===== src/rtl/box_circle_contact_depth_assert.svh =====
// ----------------------------------------------------------------------------
// Box circle contact depth assertion macros
// Concurrent assertion shorthands used by the contact depth module.
// ----------------------------------------------------------------------------
`ifndef BOX_CIRCLE_CONTACT_DEPTH_ASSERT_SVH
`define BOX_CIRCLE_CONTACT_DEPTH_ASSERT_SVH

`ifndef ASSERT_OFF

`define BCD_ASSERT_IMPLIES(lbl, clk, rst, ante, cons) \
   lbl: assert property (@(posedge clk) disable iff (rst) (ante) |-> (cons)) \
      else $error("same-cycle check failed");

`define BCD_ASSERT_NEXT(lbl, clk, rst, ante, cons) \
   lbl: assert property (@(posedge clk) disable iff (rst) (ante) |=> (cons)) \
      else $error("next-cycle check failed");

`else

`define BCD_ASSERT_IMPLIES(lbl, clk, rst, ante, cons)

`define BCD_ASSERT_NEXT(lbl, clk, rst, ante, cons)

`endif

`endif


===== src/rtl/bcd_pkg.sv =====
// ----------------------------------------------------------------------------
// Box circle contact depth package
// Widths, codes and sequencer types shared by the block.
// ----------------------------------------------------------------------------
package bcd_pkg;

   localparam int FRACTION_BITS_DEF = 8;

   localparam int POS_W   = 24;
   localparam int SCALE_W = 16;
   localparam int HALF_W  = 23;
   localparam int CTR_W   = 26;
   localparam int EXT_W   = 32;
   localparam int DEPTH_W = 26;
   localparam int DIFF_W  = 27;
   localparam int SUM_W   = 33;
   localparam int CAND_W  = 35;
   localparam int MUL_A_W = 35;
   localparam int MUL_B_W = 17;
   localparam int MUL_P_W = 52;
   localparam int SQ_W    = 34;
   localparam int ACC_W   = 69;
   localparam int CNT_W   = 3;

   localparam logic [CNT_W-1:0] SQ_TERMS = 3'd6;

   localparam logic OP_LOAD     = 1'b0;
   localparam logic OP_TEST     = 1'b1;
   localparam logic KIND_BOX    = 1'b0;
   localparam logic KIND_CIRCLE = 1'b1;

   typedef enum logic [3:0] {
      ST_IDLE,
      ST_MUL_OX,
      ST_MUL_OY,
      ST_MUL_HW,
      ST_MUL_HH,
      ST_ARRANGE,
      ST_DIFF,
      ST_EDGE,
      ST_TEST,
      ST_SQUARE,
      ST_DECIDE,
      ST_RESULT
   } state_type;

   typedef enum logic [1:0] {
      MODE_BOX_BOX,
      MODE_BOX_CIRCLE,
      MODE_CIRCLE_CIRCLE
   } mode_type;

endpackage


===== src/rtl/bcd_if.sv =====
// ----------------------------------------------------------------------------
// Box circle contact depth channels
// Valid/ready channels for collider beats and contact result beats.
// ----------------------------------------------------------------------------
interface bcd_req_if;
   logic                                   valid;
   logic                                   ready;
   logic                                   op;
   logic                                   kind;
   logic signed [bcd_pkg::POS_W-1:0]       pos_x;
   logic signed [bcd_pkg::POS_W-1:0]       pos_y;
   logic signed [bcd_pkg::POS_W-1:0]       offset_x;
   logic signed [bcd_pkg::POS_W-1:0]       offset_y;
   logic        [bcd_pkg::SCALE_W-1:0]     scale_x;
   logic        [bcd_pkg::SCALE_W-1:0]     scale_y;
   logic        [bcd_pkg::HALF_W-1:0]      half_width;
   logic        [bcd_pkg::HALF_W-1:0]      half_height;

   modport source (output valid, op, kind, pos_x, pos_y, offset_x, offset_y,
                   scale_x, scale_y, half_width, half_height, input ready);
   modport sink   (input valid, op, kind, pos_x, pos_y, offset_x, offset_y,
                   scale_x, scale_y, half_width, half_height, output ready);
endinterface

interface bcd_rsp_if;
   logic                                   valid;
   logic                                   ready;
   logic                                   hit;
   logic signed [bcd_pkg::DEPTH_W-1:0]     depth_x;
   logic signed [bcd_pkg::DEPTH_W-1:0]     depth_y;

   modport source (output valid, hit, depth_x, depth_y, input ready);
   modport sink   (input valid, hit, depth_x, depth_y, output ready);
endinterface


===== src/rtl/bcd_mul.sv =====
// ----------------------------------------------------------------------------
// Box circle contact depth multiplier
// Shared signed by unsigned multiplier with a registered product.
// ----------------------------------------------------------------------------
module bcd_mul (
   input  logic                                clock,
   input  logic signed [bcd_pkg::MUL_A_W-1:0]  op_a,
   input  logic        [bcd_pkg::MUL_B_W-1:0]  op_b,
   output logic signed [bcd_pkg::MUL_P_W-1:0]  prod
);

   logic signed [bcd_pkg::MUL_P_W:0]   full;
   logic signed [bcd_pkg::MUL_P_W-1:0] prod_ff;

   assign full = op_a * $signed({1'b0, op_b});

   always_ff @(posedge clock) begin
      prod_ff <= full[bcd_pkg::MUL_P_W-1:0];
   end

   assign prod = prod_ff;

endmodule


===== src/rtl/box_circle_contact_depth.sv =====
// ----------------------------------------------------------------------------
// Box circle contact depth
// Stores one collider and tests later colliders against it, giving a hit
// flag and signed per-axis penetration depth.
// ----------------------------------------------------------------------------
//  channel   dir  beat
//  req_bus   in   op, kind, pos, offset, scale, half extents
//  rsp_bus   out  hit, depth_x, depth_y (one beat per test, none per load)
//
//  A load beat and a test beat both use the one shared multiplier for 4
//  scaling products; a test beat on a box pair or an early miss then ends, and
//  otherwise adds 6 partial squares to compare the squared distance.
//  Reset clears the sequencer and the stored collider to a zero box at the
//  origin. A stalled result holds in the output register; the next beat is
//  taken meanwhile and waits only at its own result.
// ----------------------------------------------------------------------------
`include "box_circle_contact_depth_assert.svh"

module box_circle_contact_depth #(
   parameter int FRACTION_BITS = bcd_pkg::FRACTION_BITS_DEF
) (
   input logic        clock,
   input logic        reset,
   bcd_req_if.sink    req_bus,
   bcd_rsp_if.source  rsp_bus
);

   localparam int PW = bcd_pkg::MUL_P_W;
   localparam int CW = bcd_pkg::CAND_W;

   function automatic logic signed [bcd_pkg::CTR_W-1:0] sat_center(
      input logic signed [PW:0] v);
      logic [PW-bcd_pkg::CTR_W+1:0] top;
      top = v[PW:bcd_pkg::CTR_W-1];
      if (&top || ~|top) begin
         return v[bcd_pkg::CTR_W-1:0];
      end
      return v[PW] ? {1'b1, {(bcd_pkg::CTR_W-1){1'b0}}}
                   : {1'b0, {(bcd_pkg::CTR_W-1){1'b1}}};
   endfunction

   function automatic logic signed [bcd_pkg::DEPTH_W-1:0] sat_depth(
      input logic signed [CW-1:0] v);
      logic [CW-bcd_pkg::DEPTH_W:0] top;
      top = v[CW-1:bcd_pkg::DEPTH_W-1];
      if (&top || ~|top) begin
         return v[bcd_pkg::DEPTH_W-1:0];
      end
      return v[CW-1] ? {1'b1, {(bcd_pkg::DEPTH_W-1){1'b0}}}
                     : {1'b0, {(bcd_pkg::DEPTH_W-1){1'b1}}};
   endfunction

   function automatic logic signed [CW-1:0] pick(
      input logic signed [CW-1:0] first, input logic signed [CW-1:0] second);
      logic [CW-1:0] mf;
      logic [CW-1:0] ms;
      mf = first[CW-1] ? $unsigned(-first) : $unsigned(first);
      ms = second[CW-1] ? $unsigned(-second) : $unsigned(second);
      return (mf < ms) ? first : second;
   endfunction

   function automatic logic [bcd_pkg::SQ_W-1:0] gap(
      input logic signed [bcd_pkg::DIFF_W-1:0] d,
      input logic [bcd_pkg::EXT_W-1:0]        pe,
      input logic                             circ);
      logic signed [CW-1:0] ds;
      logic signed [CW-1:0] u;
      logic signed [CW-1:0] w;
      logic signed [CW-1:0] g;
      ds = CW'(d);
      u  = ds - $signed({{(CW-bcd_pkg::EXT_W){1'b0}}, pe});
      w  = ds + $signed({{(CW-bcd_pkg::EXT_W){1'b0}}, pe});
      if (circ) begin
         g = ds[CW-1] ? -ds : ds;
      end else if (!u[CW-1] && u != '0) begin
         g = u;
      end else if (w[CW-1]) begin
         g = -w;
      end else begin
         g = '0;
      end
      return g[bcd_pkg::SQ_W-1:0];
   endfunction

   bcd_pkg::state_type state_ff, state_in;
   logic [bcd_pkg::CNT_W-1:0] cnt_ff, cnt_in;

   logic                                  in_op_ff, in_kind_ff;
   logic signed [bcd_pkg::POS_W-1:0]      in_pos_x_ff, in_pos_y_ff;
   logic signed [bcd_pkg::POS_W-1:0]      in_off_x_ff, in_off_y_ff;
   logic        [bcd_pkg::SCALE_W-1:0]    in_scale_x_ff, in_scale_y_ff;
   logic        [bcd_pkg::HALF_W-1:0]     in_hw_ff, in_hh_ff;

   logic signed [bcd_pkg::CTR_W-1:0]      new_cx_ff, new_cy_ff;
   logic        [bcd_pkg::EXT_W-1:0]      new_hw_ff;

   logic                                  st_kind_ff;
   logic signed [bcd_pkg::CTR_W-1:0]      st_cx_ff, st_cy_ff;
   logic        [bcd_pkg::EXT_W-1:0]      st_hw_ff, st_hh_ff;

   bcd_pkg::mode_type                     mode_ff;
   logic signed [bcd_pkg::CTR_W-1:0]      p_x_ff, p_y_ff, q_x_ff, q_y_ff;
   logic        [bcd_pkg::EXT_W-1:0]      pe_x_ff, pe_y_ff, qe_x_ff, qe_y_ff;
   logic signed [bcd_pkg::DIFF_W-1:0]     d_x_ff, d_y_ff;
   logic        [bcd_pkg::SUM_W-1:0]      s_x_ff, s_y_ff;
   logic signed [CW-1:0]                  a_x_ff, b_x_ff, a_y_ff, b_y_ff;
   logic        [bcd_pkg::SQ_W-1:0]       v_x_ff, v_y_ff, r_ff;
   logic signed [bcd_pkg::ACC_W-1:0]      acc_ff;
   logic                                  hit_ff;

   logic                                  rsp_valid_ff, rsp_hit_ff;
   logic signed [bcd_pkg::DEPTH_W-1:0]    rsp_dx_ff, rsp_dy_ff;

   logic signed [bcd_pkg::MUL_A_W-1:0]    mul_a;
   logic        [bcd_pkg::MUL_B_W-1:0]    mul_b;
   logic signed [PW-1:0]                  prod;
   logic signed [PW-1:0]                  prod_floor;
   logic signed [PW:0]                    ctr_sum;
   logic signed [bcd_pkg::POS_W-1:0]      ctr_pos;
   logic        [bcd_pkg::EXT_W-1:0]      ext_val;
   logic        [bcd_pkg::EXT_W-1:0]      hh_now;
   logic        [bcd_pkg::SQ_W-1:0]       sq_val;
   logic        [bcd_pkg::CNT_W-1:0]      term_idx;
   logic signed [bcd_pkg::ACC_W-1:0]      term;
   logic                                  accept, slot_free, bb_hit, early_out;
   logic                                  circ_x;
   logic signed [CW-1:0]                  first_x, second_x, first_y, second_y;

   bcd_mul u_mul (
      .clock (clock),
      .op_a  (mul_a),
      .op_b  (mul_b),
      .prod  (prod)
   );

   assign accept    = req_bus.valid && req_bus.ready;
   assign slot_free = !rsp_valid_ff || rsp_bus.ready;
   assign req_bus.ready = (state_ff == bcd_pkg::ST_IDLE);

   assign prod_floor = prod >>> FRACTION_BITS;
   assign ctr_pos = (state_ff == bcd_pkg::ST_MUL_OY) ? in_pos_x_ff : in_pos_y_ff;
   assign ctr_sum = $signed({{(PW+1-bcd_pkg::POS_W){ctr_pos[bcd_pkg::POS_W-1]}}, ctr_pos})
                  + $signed({prod_floor[PW-1], prod_floor});
   assign ext_val = (|prod_floor[PW-1:bcd_pkg::EXT_W]) ? '1 : prod_floor[bcd_pkg::EXT_W-1:0];
   assign hh_now  = (in_kind_ff == bcd_pkg::KIND_CIRCLE) ? '0 : ext_val;

   assign sq_val = (cnt_ff[2:1] == 2'd0) ? v_x_ff :
                   (cnt_ff[2:1] == 2'd1) ? v_y_ff : r_ff;
   assign term_idx = cnt_ff - 1'b1;
   assign term = term_idx[0] ? (bcd_pkg::ACC_W'(prod) <<< bcd_pkg::MUL_B_W)
                             : bcd_pkg::ACC_W'(prod);

   assign bb_hit = !a_x_ff[CW-1] && (b_x_ff[CW-1] || b_x_ff == '0)
                && !a_y_ff[CW-1] && (b_y_ff[CW-1] || b_y_ff == '0);
   assign early_out = (v_x_ff > r_ff) || (v_y_ff > r_ff);
   assign circ_x = (mode_ff == bcd_pkg::MODE_CIRCLE_CIRCLE);

   assign first_x  = (mode_ff == bcd_pkg::MODE_BOX_BOX) ? a_x_ff : b_x_ff;
   assign second_x = (mode_ff == bcd_pkg::MODE_BOX_BOX) ? b_x_ff : a_x_ff;
   assign first_y  = (mode_ff == bcd_pkg::MODE_BOX_BOX) ? a_y_ff : b_y_ff;
   assign second_y = (mode_ff == bcd_pkg::MODE_BOX_BOX) ? b_y_ff : a_y_ff;

   always_comb begin
      state_in = state_ff;
      cnt_in   = cnt_ff;
      mul_a    = '0;
      mul_b    = '0;
      case (state_ff)
         bcd_pkg::ST_IDLE: begin
            if (accept) begin
               state_in = bcd_pkg::ST_MUL_OX;
            end
         end
         bcd_pkg::ST_MUL_OX: begin
            mul_a    = bcd_pkg::MUL_A_W'(in_off_x_ff);
            mul_b    = bcd_pkg::MUL_B_W'(in_scale_x_ff);
            state_in = bcd_pkg::ST_MUL_OY;
         end
         bcd_pkg::ST_MUL_OY: begin
            mul_a    = bcd_pkg::MUL_A_W'(in_off_y_ff);
            mul_b    = bcd_pkg::MUL_B_W'(in_scale_y_ff);
            state_in = bcd_pkg::ST_MUL_HW;
         end
         bcd_pkg::ST_MUL_HW: begin
            mul_a    = $signed({{(bcd_pkg::MUL_A_W-bcd_pkg::HALF_W){1'b0}}, in_hw_ff});
            mul_b    = bcd_pkg::MUL_B_W'(in_scale_x_ff);
            state_in = bcd_pkg::ST_MUL_HH;
         end
         bcd_pkg::ST_MUL_HH: begin
            mul_a    = $signed({{(bcd_pkg::MUL_A_W-bcd_pkg::HALF_W){1'b0}}, in_hh_ff});
            mul_b    = bcd_pkg::MUL_B_W'(in_scale_y_ff);
            state_in = bcd_pkg::ST_ARRANGE;
         end
         bcd_pkg::ST_ARRANGE: begin
            state_in = (in_op_ff == bcd_pkg::OP_LOAD) ? bcd_pkg::ST_IDLE : bcd_pkg::ST_DIFF;
         end
         bcd_pkg::ST_DIFF: begin
            state_in = bcd_pkg::ST_EDGE;
         end
         bcd_pkg::ST_EDGE: begin
            state_in = bcd_pkg::ST_TEST;
         end
         bcd_pkg::ST_TEST: begin
            cnt_in = '0;
            if (mode_ff == bcd_pkg::MODE_BOX_BOX || early_out) begin
               state_in = bcd_pkg::ST_RESULT;
            end else begin
               state_in = bcd_pkg::ST_SQUARE;
            end
         end
         bcd_pkg::ST_SQUARE: begin
            if (cnt_ff < bcd_pkg::SQ_TERMS) begin
               mul_a = $signed({{(bcd_pkg::MUL_A_W-bcd_pkg::SQ_W){1'b0}}, sq_val});
               mul_b = cnt_ff[0] ? sq_val[bcd_pkg::SQ_W-1:bcd_pkg::MUL_B_W]
                                 : sq_val[bcd_pkg::MUL_B_W-1:0];
               cnt_in = cnt_ff + 1'b1;
            end else begin
               state_in = bcd_pkg::ST_DECIDE;
            end
         end
         bcd_pkg::ST_DECIDE: begin
            state_in = bcd_pkg::ST_RESULT;
         end
         bcd_pkg::ST_RESULT: begin
            if (slot_free) begin
               state_in = bcd_pkg::ST_IDLE;
            end
         end
         default: begin
            state_in = bcd_pkg::ST_IDLE;
         end
      endcase
   end

   always_ff @(posedge clock) begin
      if (reset) begin
         state_ff <= bcd_pkg::ST_IDLE;
         cnt_ff   <= '0;
      end else begin
         state_ff <= state_in;
         cnt_ff   <= cnt_in;
      end
   end

   always_ff @(posedge clock) begin
      if (accept) begin
         in_op_ff      <= req_bus.op;
         in_kind_ff    <= req_bus.kind;
         in_pos_x_ff   <= req_bus.pos_x;
         in_pos_y_ff   <= req_bus.pos_y;
         in_off_x_ff   <= req_bus.offset_x;
         in_off_y_ff   <= req_bus.offset_y;
         in_scale_x_ff <= req_bus.scale_x;
         in_scale_y_ff <= req_bus.scale_y;
         in_hw_ff      <= req_bus.half_width;
         in_hh_ff      <= req_bus.half_height;
      end
      case (state_ff)
         bcd_pkg::ST_MUL_OY: new_cx_ff <= sat_center(ctr_sum);
         bcd_pkg::ST_MUL_HW: new_cy_ff <= sat_center(ctr_sum);
         bcd_pkg::ST_MUL_HH: new_hw_ff <= ext_val;
         bcd_pkg::ST_ARRANGE: begin
            if (st_kind_ff == bcd_pkg::KIND_CIRCLE && in_kind_ff == bcd_pkg::KIND_BOX) begin
               p_x_ff  <= new_cx_ff;
               p_y_ff  <= new_cy_ff;
               pe_x_ff <= new_hw_ff;
               pe_y_ff <= hh_now;
               q_x_ff  <= st_cx_ff;
               q_y_ff  <= st_cy_ff;
               qe_x_ff <= st_hw_ff;
               qe_y_ff <= st_hw_ff;
            end else begin
               p_x_ff  <= st_cx_ff;
               p_y_ff  <= st_cy_ff;
               pe_x_ff <= st_hw_ff;
               pe_y_ff <= (st_kind_ff == bcd_pkg::KIND_CIRCLE) ? st_hw_ff : st_hh_ff;
               q_x_ff  <= new_cx_ff;
               q_y_ff  <= new_cy_ff;
               qe_x_ff <= new_hw_ff;
               qe_y_ff <= (in_kind_ff == bcd_pkg::KIND_CIRCLE) ? new_hw_ff : hh_now;
            end
            if (st_kind_ff == bcd_pkg::KIND_BOX && in_kind_ff == bcd_pkg::KIND_BOX) begin
               mode_ff <= bcd_pkg::MODE_BOX_BOX;
            end else if (st_kind_ff == bcd_pkg::KIND_CIRCLE
                         && in_kind_ff == bcd_pkg::KIND_CIRCLE) begin
               mode_ff <= bcd_pkg::MODE_CIRCLE_CIRCLE;
            end else begin
               mode_ff <= bcd_pkg::MODE_BOX_CIRCLE;
            end
         end
         bcd_pkg::ST_DIFF: begin
            d_x_ff <= bcd_pkg::DIFF_W'(p_x_ff) - bcd_pkg::DIFF_W'(q_x_ff);
            d_y_ff <= bcd_pkg::DIFF_W'(p_y_ff) - bcd_pkg::DIFF_W'(q_y_ff);
            s_x_ff <= {1'b0, pe_x_ff} + {1'b0, qe_x_ff};
            s_y_ff <= {1'b0, pe_y_ff} + {1'b0, qe_y_ff};
         end
         bcd_pkg::ST_EDGE: begin
            a_x_ff <= CW'(d_x_ff) + $signed({{(CW-bcd_pkg::SUM_W){1'b0}}, s_x_ff});
            b_x_ff <= CW'(d_x_ff) - $signed({{(CW-bcd_pkg::SUM_W){1'b0}}, s_x_ff});
            a_y_ff <= CW'(d_y_ff) + $signed({{(CW-bcd_pkg::SUM_W){1'b0}}, s_y_ff});
            b_y_ff <= CW'(d_y_ff) - $signed({{(CW-bcd_pkg::SUM_W){1'b0}}, s_y_ff});
            v_x_ff <= gap(d_x_ff, pe_x_ff, circ_x);
            v_y_ff <= gap(d_y_ff, pe_y_ff, circ_x);
            r_ff   <= circ_x ? bcd_pkg::SQ_W'(s_x_ff) : bcd_pkg::SQ_W'(qe_x_ff);
         end
         bcd_pkg::ST_TEST: begin
            hit_ff <= (mode_ff == bcd_pkg::MODE_BOX_BOX) ? bb_hit : 1'b0;
            acc_ff <= '0;
         end
         bcd_pkg::ST_SQUARE: begin
            if (cnt_ff != '0) begin
               acc_ff <= (term_idx >= 3'd4) ? acc_ff - term : acc_ff + term;
            end
         end
         bcd_pkg::ST_DECIDE: hit_ff <= acc_ff[bcd_pkg::ACC_W-1] || (acc_ff == '0);
         default: ;
      endcase
   end

   always_ff @(posedge clock) begin
      if (reset) begin
         st_kind_ff <= bcd_pkg::KIND_BOX;
         st_cx_ff   <= '0;
         st_cy_ff   <= '0;
         st_hw_ff   <= '0;
         st_hh_ff   <= '0;
      end else if (state_ff == bcd_pkg::ST_ARRANGE && in_op_ff == bcd_pkg::OP_LOAD) begin
         st_kind_ff <= in_kind_ff;
         st_cx_ff   <= new_cx_ff;
         st_cy_ff   <= new_cy_ff;
         st_hw_ff   <= new_hw_ff;
         st_hh_ff   <= hh_now;
      end
   end

   always_ff @(posedge clock) begin
      if (reset) begin
         rsp_valid_ff <= 1'b0;
      end else if (state_ff == bcd_pkg::ST_RESULT && slot_free) begin
         rsp_valid_ff <= 1'b1;
      end else if (rsp_bus.ready) begin
         rsp_valid_ff <= 1'b0;
      end
   end

   always_ff @(posedge clock) begin
      if (state_ff == bcd_pkg::ST_RESULT && slot_free) begin
         rsp_hit_ff <= hit_ff;
         rsp_dx_ff  <= hit_ff ? sat_depth(pick(first_x, second_x)) : '0;
         rsp_dy_ff  <= hit_ff ? sat_depth(pick(first_y, second_y)) : '0;
      end
   end

   assign rsp_bus.valid   = rsp_valid_ff;
   assign rsp_bus.hit     = rsp_hit_ff;
   assign rsp_bus.depth_x = rsp_dx_ff;
   assign rsp_bus.depth_y = rsp_dy_ff;

   `BCD_ASSERT_NEXT(a_accept_starts, clock, reset, accept, state_ff == bcd_pkg::ST_MUL_OX)
   `BCD_ASSERT_IMPLIES(a_cnt_bound, clock, reset, state_ff == bcd_pkg::ST_SQUARE, cnt_ff <= bcd_pkg::SQ_TERMS)
   `BCD_ASSERT_IMPLIES(a_miss_zero, clock, reset, rsp_valid_ff && !rsp_hit_ff, rsp_dx_ff == '0 && rsp_dy_ff == '0)
   `BCD_ASSERT_NEXT(a_result_waits, clock, reset, state_ff == bcd_pkg::ST_RESULT && !slot_free, state_ff == bcd_pkg::ST_RESULT)

endmodule

===== src/flat_wrapper.sv =====
// flat-port wrapper written by rule: the top's interface ports become plain ports
module box_circle_contact_depth_flat 
#(
   parameter int FRACTION_BITS = bcd_pkg::FRACTION_BITS_DEF
)
  (clock, reset, req_bus_valid, req_bus_op, req_bus_kind, req_bus_pos_x, req_bus_pos_y, req_bus_offset_x, req_bus_offset_y, req_bus_scale_x, req_bus_scale_y, req_bus_half_width, req_bus_half_height, req_bus_ready, rsp_bus_valid, rsp_bus_hit, rsp_bus_depth_x, rsp_bus_depth_y, rsp_bus_ready);
  bcd_req_if req_bus_i ();
  bcd_rsp_if rsp_bus_i ();
  input logic clock;
  input logic reset;
  input wire logic [$bits(req_bus_i.valid)-1:0] req_bus_valid;
  input wire logic [$bits(req_bus_i.op)-1:0] req_bus_op;
  input wire logic [$bits(req_bus_i.kind)-1:0] req_bus_kind;
  input wire logic [$bits(req_bus_i.pos_x)-1:0] req_bus_pos_x;
  input wire logic [$bits(req_bus_i.pos_y)-1:0] req_bus_pos_y;
  input wire logic [$bits(req_bus_i.offset_x)-1:0] req_bus_offset_x;
  input wire logic [$bits(req_bus_i.offset_y)-1:0] req_bus_offset_y;
  input wire logic [$bits(req_bus_i.scale_x)-1:0] req_bus_scale_x;
  input wire logic [$bits(req_bus_i.scale_y)-1:0] req_bus_scale_y;
  input wire logic [$bits(req_bus_i.half_width)-1:0] req_bus_half_width;
  input wire logic [$bits(req_bus_i.half_height)-1:0] req_bus_half_height;
  output wire logic [$bits(req_bus_i.ready)-1:0] req_bus_ready;
  output wire logic [$bits(rsp_bus_i.valid)-1:0] rsp_bus_valid;
  output wire logic [$bits(rsp_bus_i.hit)-1:0] rsp_bus_hit;
  output wire logic [$bits(rsp_bus_i.depth_x)-1:0] rsp_bus_depth_x;
  output wire logic [$bits(rsp_bus_i.depth_y)-1:0] rsp_bus_depth_y;
  input wire logic [$bits(rsp_bus_i.ready)-1:0] rsp_bus_ready;
  assign req_bus_i.valid = req_bus_valid;
  assign req_bus_i.op = req_bus_op;
  assign req_bus_i.kind = req_bus_kind;
  assign req_bus_i.pos_x = req_bus_pos_x;
  assign req_bus_i.pos_y = req_bus_pos_y;
  assign req_bus_i.offset_x = req_bus_offset_x;
  assign req_bus_i.offset_y = req_bus_offset_y;
  assign req_bus_i.scale_x = req_bus_scale_x;
  assign req_bus_i.scale_y = req_bus_scale_y;
  assign req_bus_i.half_width = req_bus_half_width;
  assign req_bus_i.half_height = req_bus_half_height;
  assign req_bus_ready = req_bus_i.ready;
  assign rsp_bus_valid = rsp_bus_i.valid;
  assign rsp_bus_hit = rsp_bus_i.hit;
  assign rsp_bus_depth_x = rsp_bus_i.depth_x;
  assign rsp_bus_depth_y = rsp_bus_i.depth_y;
  assign rsp_bus_i.ready = rsp_bus_ready;
  box_circle_contact_depth #(.FRACTION_BITS(FRACTION_BITS)) u_core (.clock(clock), .reset(reset), .req_bus(req_bus_i), .rsp_bus(rsp_bus_i));
endmodule

===== config.mk =====
export PLATFORM = sky130hd
export DESIGN_NAME = box_circle_contact_depth_flat
export DESIGN_NICKNAME = d
export VERILOG_FILES = /design/src/rtl/bcd_pkg.sv /design/src/rtl/bcd_if.sv /design/src/rtl/bcd_mul.sv /design/src/rtl/box_circle_contact_depth.sv /design/src/flat_wrapper.sv
export VERILOG_INCLUDE_DIRS = /design/src /design/src/rtl
export SDC_FILE = /design/constraint.sdc
export NUM_CORES = 2
export LEC_CHECK = 0
export BUFFER_PORTS_ARGS = -buffer_cell sky130_fd_sc_hd__clkbuf_2
export CORE_UTILIZATION = 43
export CTS_CLUSTER_SIZE = 24
export DETAILED_ROUTE_END_ITERATION = 10
export GPL_TIMING_DRIVEN = 0
export HOLD_SLACK_MARGIN = 0.05
export PLACE_DENSITY = 0.6
export SETUP_SLACK_MARGIN = 0.3
export SYNTH_ARGS = -nofsm -noshare
export SYNTH_HDL_FRONTEND = slang
export SYNTH_SLANG_ARGS = --single-unit

===== constraint.sdc =====
create_clock -name clock -period 16.2 [get_ports clock]
set_clock_uncertainty 0.1 [all_clocks]
set_input_delay 0.81 -clock clock [delete_from_list [all_inputs] [get_ports clock]]
set_output_delay 0.81 -clock clock [all_outputs]
set_load 0.02 [all_outputs]

# Yosys cells after proc, flatten, opt, wreduce, memory -nomap -nowiden
# Cells that the tools add are included.
# word_totals
elab_cells,226
output_inout_bits,55
inputBits,180
register_bits,1156
# classes
n_addsub,25
bitwise_logic,3
n_reduce_logical,52
mux,73
n_eq_ne,18
n_lt_le_gt_ge,6
mul,1
# ops
op,count
34-bit two-way mux,11
26-bit two-way mux,14
35-bit two-way mux,10
32-bit two-way mux,9
35-bit case mux with 5 select lines,1
35-bit negation,4
69-bit two-way mux,2
69-bit case mux with 2 select lines,1
27-bit by 34-bit adder with 35-bit output,2
35-bit zero test,2
35-bit less-than comparator,2
35-bit nonzero test,2
27-bit by 34-bit subtractor with 35-bit output,2
69-bit adder,1
69-bit zero test,1
69-bit subtractor,1
27-bit by 33-bit adder with 34-bit output,2
34-bit > comparator,2
68-bit two-way mux,1
27-bit negation with 34-bit output,2
34-bit negation,2
27-bit by 33-bit subtractor with 34-bit output,2
32-bit by 32-bit adder with 33-bit output,2
26-bit by 26-bit subtractor with 27-bit output,2
40 further kinds,98

# Longest topological paths before layout
# depth
word_depth,12
mapped_depth,38
ltp_nobuf,32

# Hierarchy
# From an unflattened synthesis, not the netlist that was laid out.
# unflattened
hier_cells,11363
area_unflattened_um2,103479.2
# modules_own_cells
mod,seq_area_each_um2,instances,cells_per_inst,area_each_um2
box_circle_contact_depth,31810.5,1,8990,82141.3
bcd_mul,1041.0,1,2373,21338.0

# Worst setup path before layout
# OpenSTA, ideal clock, no wires.
# synth_timing
path_kind,register to register
startpoint,register u_core.state_ff[3]
endpoint,"register u_core.a_x_ff[10], enable pin"
t_arrival_ns,10.641
setup_ns,0.845
path_slack_ns,4.614
stages_incl_launch_ff,4
t_required_ns,15.255
synth_period_minus_slack_ns,11.586
path_buffers,1
cell_sequence,dfxtp_1 clkbuf_1 nand2b_1 nor2_1
# synth_via
elab_chain_cells,1
# synth_rtl
item,line_no,source
"start, declared",box_circle_contact_depth.sv:85,"bcd_pkg::state_type state_ff, state_in;"
"start signal, assigned",box_circle_contact_depth.sv:237,state_ff <= bcd_pkg::ST_IDLE;
"start signal, assigned",box_circle_contact_depth.sv:240,state_ff <= state_in;
4-bit by 3-bit == test with 1-bit output,box_circle_contact_depth.sv:258,case (state_ff)
"end signal, assigned",box_circle_contact_depth.sv:298,"a_x_ff <= CW'(d_x_ff) + $signed({{(CW-bcd_pkg::SUM_W){1'b0}}, s_x_ff});"
"end, declared",box_circle_contact_depth.sv:106,"logic signed [CW-1:0] a_x_ff, b_x_ff, a_y_ff, b_y_ff;"
# Every way passes these cells.
# A chain may end at the register's enable or synchronous reset.

# Worst setup path in the final report
# layout_timing
startpoint,register u_core.cnt_ff[0] (netlist bit)
endpoint,"register u_core.u_mul.prod_ff, in the netlist u_core.u_mul.prod[50]"
# layout_via
elab_chain_cells,4
elab_cells_between_ends,7
classes_between,mul (1); order compare (1); mux (5)
# layout_rtl
item,line_no,source
"start, declared",box_circle_contact_depth.sv:86,"logic [bcd_pkg::CNT_W-1:0] cnt_ff, cnt_in;"
"start signal, assigned",box_circle_contact_depth.sv:241,cnt_ff <= cnt_in;
3-bit less-than comparator / 17-bit two-way mux (equally long branches),"box_circle_contact_depth.sv:212, box_circle_contact_depth.sv:214",
34-bit two-way mux / 17-bit two-way mux (equally long branches),box_circle_contact_depth.sv:212,if (cnt_ff < bcd_pkg::SQ_TERMS) begin
35-bit case mux with 5 select lines / 17-bit case mux with 3 select lines (equally long branches),box_circle_contact_depth.sv:168,case (state_ff)
35-bit by 18-bit multiplier with 52-bit output *,bcd_mul.sv:15,"assign full = op_a * $signed({1'b0, op_b});"
"net u_core.u_mul.full, one bit",bcd_mul.sv:12,logic signed [bcd_pkg::MUL_P_W:0] full;
"end signal, assigned",bcd_mul.sv:18,prod_ff <= full[bcd_pkg::MUL_P_W-1:0];
"end, declared",bcd_mul.sv:13,logic signed [bcd_pkg::MUL_P_W-1:0] prod_ff;
# The timed path passes the listed nets; every way through them passes the cells marked *.

==> summary.txt <==
Worst setup path
  • Worst reg2reg path depth: 38
  • Max FO, Critical Path: 10
  • CP arrival: 14.71 ns
  • Worst EP required: 16.77 ns
  • CP max-delay cell: a2111oi_0
  • CP Launch Type: flip-flop
  • CP dominant cell by count: buf_2
  • Slowest stage delay, CP: 0.97 ns
  • Critical Path Sink Type: flip-flop
  • Setup CP Type: reg2reg

Synthesis
  • Synth Warn #: 0
  • Mapped cell area: 103000 um^2
  • Asr flop ratio synth: 0%
  • Cell variety after synth: 109
  • Seq cells post-synth: 1153
  • Post-synth EDFFs: 976
  • Synthesized area per cell: 9.01 um^2
  • Cell count after synthesis: 11400
  • Syn Nets: 12900
  • Primary FF master, synth: edfxtp_1
  • Register area share after synthesis: 32.0%

Finish
  • Share of layout cells above drive strength 1: 6.46%
  • Fillers: 22600
  • Utilization after layout: 48.1%
  • P&R area growth vs syn: 11.4%
  • Final net count: 13400

Pwr
  • Leak: 48.0 nW
  • Pwr/cell area: 86.0 nW/um^2
  • Max VDD drop: 0.000122 V

Global routing
  • Grt total ovfl: 0
  • All-Layer GR Usage: 32.9%
  • Largest net degree at the start of global routing: 62
  • Number of global-route vias before repair: 86600
  • First-pass GRT wire length: 583 mm
  • Initial antenna violation count: 16

Place
  • IO Port Bufs: 233
  • Placed wire-length estimate: 332 mm
  • Routability-driven placement congestion ratio: 1.04

Run
  • Max-cap violations: 3

Detailed routing
  • Routed Antenna Nets: 0
  • Avg WL per Cell: 26.5 um
  • Total Routed Length: 404 mm
  • Vias per Instance: 5.87
  • Initial DRT Pass Iterations: 6
  • WL met2: 185 mm
  • Metal3 WL: 29.8 mm
  • Top sig layer: met5
  • DR DRC count: 0
  • Vias: 89400
  • Iteration-0 DRC Markers: 8811
  • Met1 WL: 163 mm

Floorplan
  • IO Pins: 235
  • Die height: 491 um
  • Core Box Area: 238000 um^2
  • Core Rows: 179
  • Die width: 491 um
  • Initial core utilization: 43.2%
  • Full die area: 241000 um^2

CTS
  • Clock tree sinks: 1153
  • Clk Latency, worst-skew pair: 0.81 ns
  • Max H-tree Level: 4
  • Clock buffer depth: 3
  • Clock Pin Slew Worst Setup and Hold Paths: 0.06 ns
  • Root Driver: clkbuf_16
  • Post-CTS sizing: 0
  • CTS tree: done
  • Total CTS buffers: 137

Outcome
  • Failing checks: max-capacitance violations, max-slew violations
  • Status: finished, violations left

STA
  • Highest clock rate: 70.8 MHz
  • Final Hold Viols: 0
  • Final Max Tran Viols: 20
  • Final setup fails: 0
  • RSZ-0062 raised after global routing: no
  • Min Tclk post-route: 14.13 ns
  • Slew @ Worst Pin: 1.60 ns
  • Worst relative slew slack: -7.15%
  • Fin Setup TNS: 0 ns
  • Post-route clock period utilization: 87.2%

Min path
  • Hold path cells: 1
  • HP Class: in2reg
==> placed cells by master, fill, tap and decap left out, types with 59 or more instances in the layout <==
cell	synthesis	final
clkbuf_1	408	432
ha_1	761	761
o21bai_1	99	99
o31ai_1	65	65
clkbuf_16	0	139
nor3_1	272	271
or2_2	63	63
xor2_1	265	264
or3_1	67	67
nand3_1	183	183
o21a_1	59	59
clkbuf_2	2	238
a22oi_1	105	105
nor2_1	952	949
nand2_1	1605	1605
o21ai_0	478	476
edfxtp_1	976	976
mux2_2	100	100
nand4_1	112	112
a21oi_1	802	802
inv_1	1086	1086
dfxtp_1	177	177
a31oi_1	104	104
nor2b_1	106	105
dlygate4sd3_1	0	116
fa_1	575	575
xnor2_1	491	491
nor4_1	83	83
nand2b_1	115	115
a21o_1	217	217
a211oi_1	67	66
mux2i_1	295	295
==> cells by family (layout without fill, tap and decap cells) <==
family | count (synthesis) | after routing | share of synthesized area [%]
other cells | 1 | 19 | 0.00365
mux | 395 | 395 | 3.97
fa+ha+maj | 1336 | 1336 | 20.5
buf+inv | 1598 | 2240 | 5.94
xor+xnor | 756 | 756 | 6.45
compound gates | 2379 | 2379 | 14.6
flops | 1153 | 1153 | 32.0
simple gates | 3775 | 3775 | 16.5
==> power by group <==
group          total (mW)  switching [mW]  internal (mW)
logic                2.99            1.95           1.05
clock network        3.20            1.34           1.85
registers            3.65           0.295           3.36
total                9.84            3.59           6.25
==> cells in the mapped netlist (272+ instances only) <==
library cell  count  area (um^2)
a21oi_1         802         4010
clkbuf_1        408         1530
edfxtp_1        976        29300
fa_1            575        11500
ha_1            761         9520
inv_1          1086         4080
mux2i_1         295         2950
nand2_1        1605         6020
nor2_1          952         3570
nor3_1          272         1360
o21ai_0         478         2390
xnor2_1         491         4300
==> per-stage QoR <==
| stage | hold slack, ns | setup slack (ns) | std cells | cell area [um^2] | power [mW] |
|---|---|---|---|---|---|
| floorplan | 0.350 | 4.61 | 11400 | 103000 | 5.49 |
| CTS | 0.0503 | 1.63 | 15200 | 114000 | 9.84 |
| finish | 0.0816 | 2.07 | 15200 | 114000 | 9.84 |
| global placement | 0.356 | 0.196 | 14800 | 108000 | 6.61 |
| detailed placement | 0.362 | 1.74 | 14800 | 109000 | 6.61 |
| global route | 0.0541 | 1.51 | 15200 | 114000 | 10.3 |
==> state kept, by name, indices dropped and copies added (netlist names), 34 cells and up <==
signal             count
u_core.acc_ff         69
u_core.u_mul.prod     52
u_core.v_y_ff         34
u_core.a_x_ff         34
u_core.v_x_ff         34
u_core.a_y_ff         34
u_core.b_y_ff         35
u_core.b_x_ff         35
==> metal layers <==
metal	GRT usage [%]	up-vias
met1	42.1	43900
met4	18.0	4
met3	4.58	891
met5	0	-
met2	53.5	3985
li1	-	40600
==> layout make-up <==
cell class,instances,area (um^2),share of cell area (%)
Timing Repair Buffer,390,3040,2.66
Tap cell,3167,3960,3.46
Multi-Input combinational cell,8642,63800,55.8
Clock inverter,80,945,0.826
Antenna cell,18,45.0,0.0394
Sequential cell,1153,32900,28.7
Inverter,1094,4110,3.59
Buffer,504,2000,1.74
Clock buffer,172,3660,3.20
==> timing repair <==
| item | in CTS | in global routing |
|---|---|---|
| endpoints found under the hold margin | 116 | 0 |
| endpoints found under the setup margin | 0 | 0 |
| hold buffers | 116 | 0 |
| buffers inserted | 0 | 0 |
==> path summary, 6_finish.rpt <==
| path | slack (ns) | startpoint | to |
|---|---|---|---|
| max reg2reg | 2.07 | u_core.cnt_ff[0] | u_core.u_mul.prod[50] |
| min reg2reg | 0.37 | u_core.st_cx_ff[4] | u_core.st_cx_ff[4] |
| max | 2.07 | u_core.cnt_ff[0] | u_core.u_mul.prod[50] |
| min | 0.08 | req_bus_offset_y[19] | u_core.in_off_y_ff[19] |
==> critical path: cells and delay by family (launching register included) <==
family / cells / cell delay [ns]
DFF: 1 / 0.67
and+or+nand+nor: 4 / 0.59
xor gates and xnor gates: 1 / 0.17
adders and majority gates: 7 / 3.39
buffers and inverters: 15 / 4.95
AOI/OAI and AO/OA: 11 / 4.05
(Power assumes the default switching activity.)
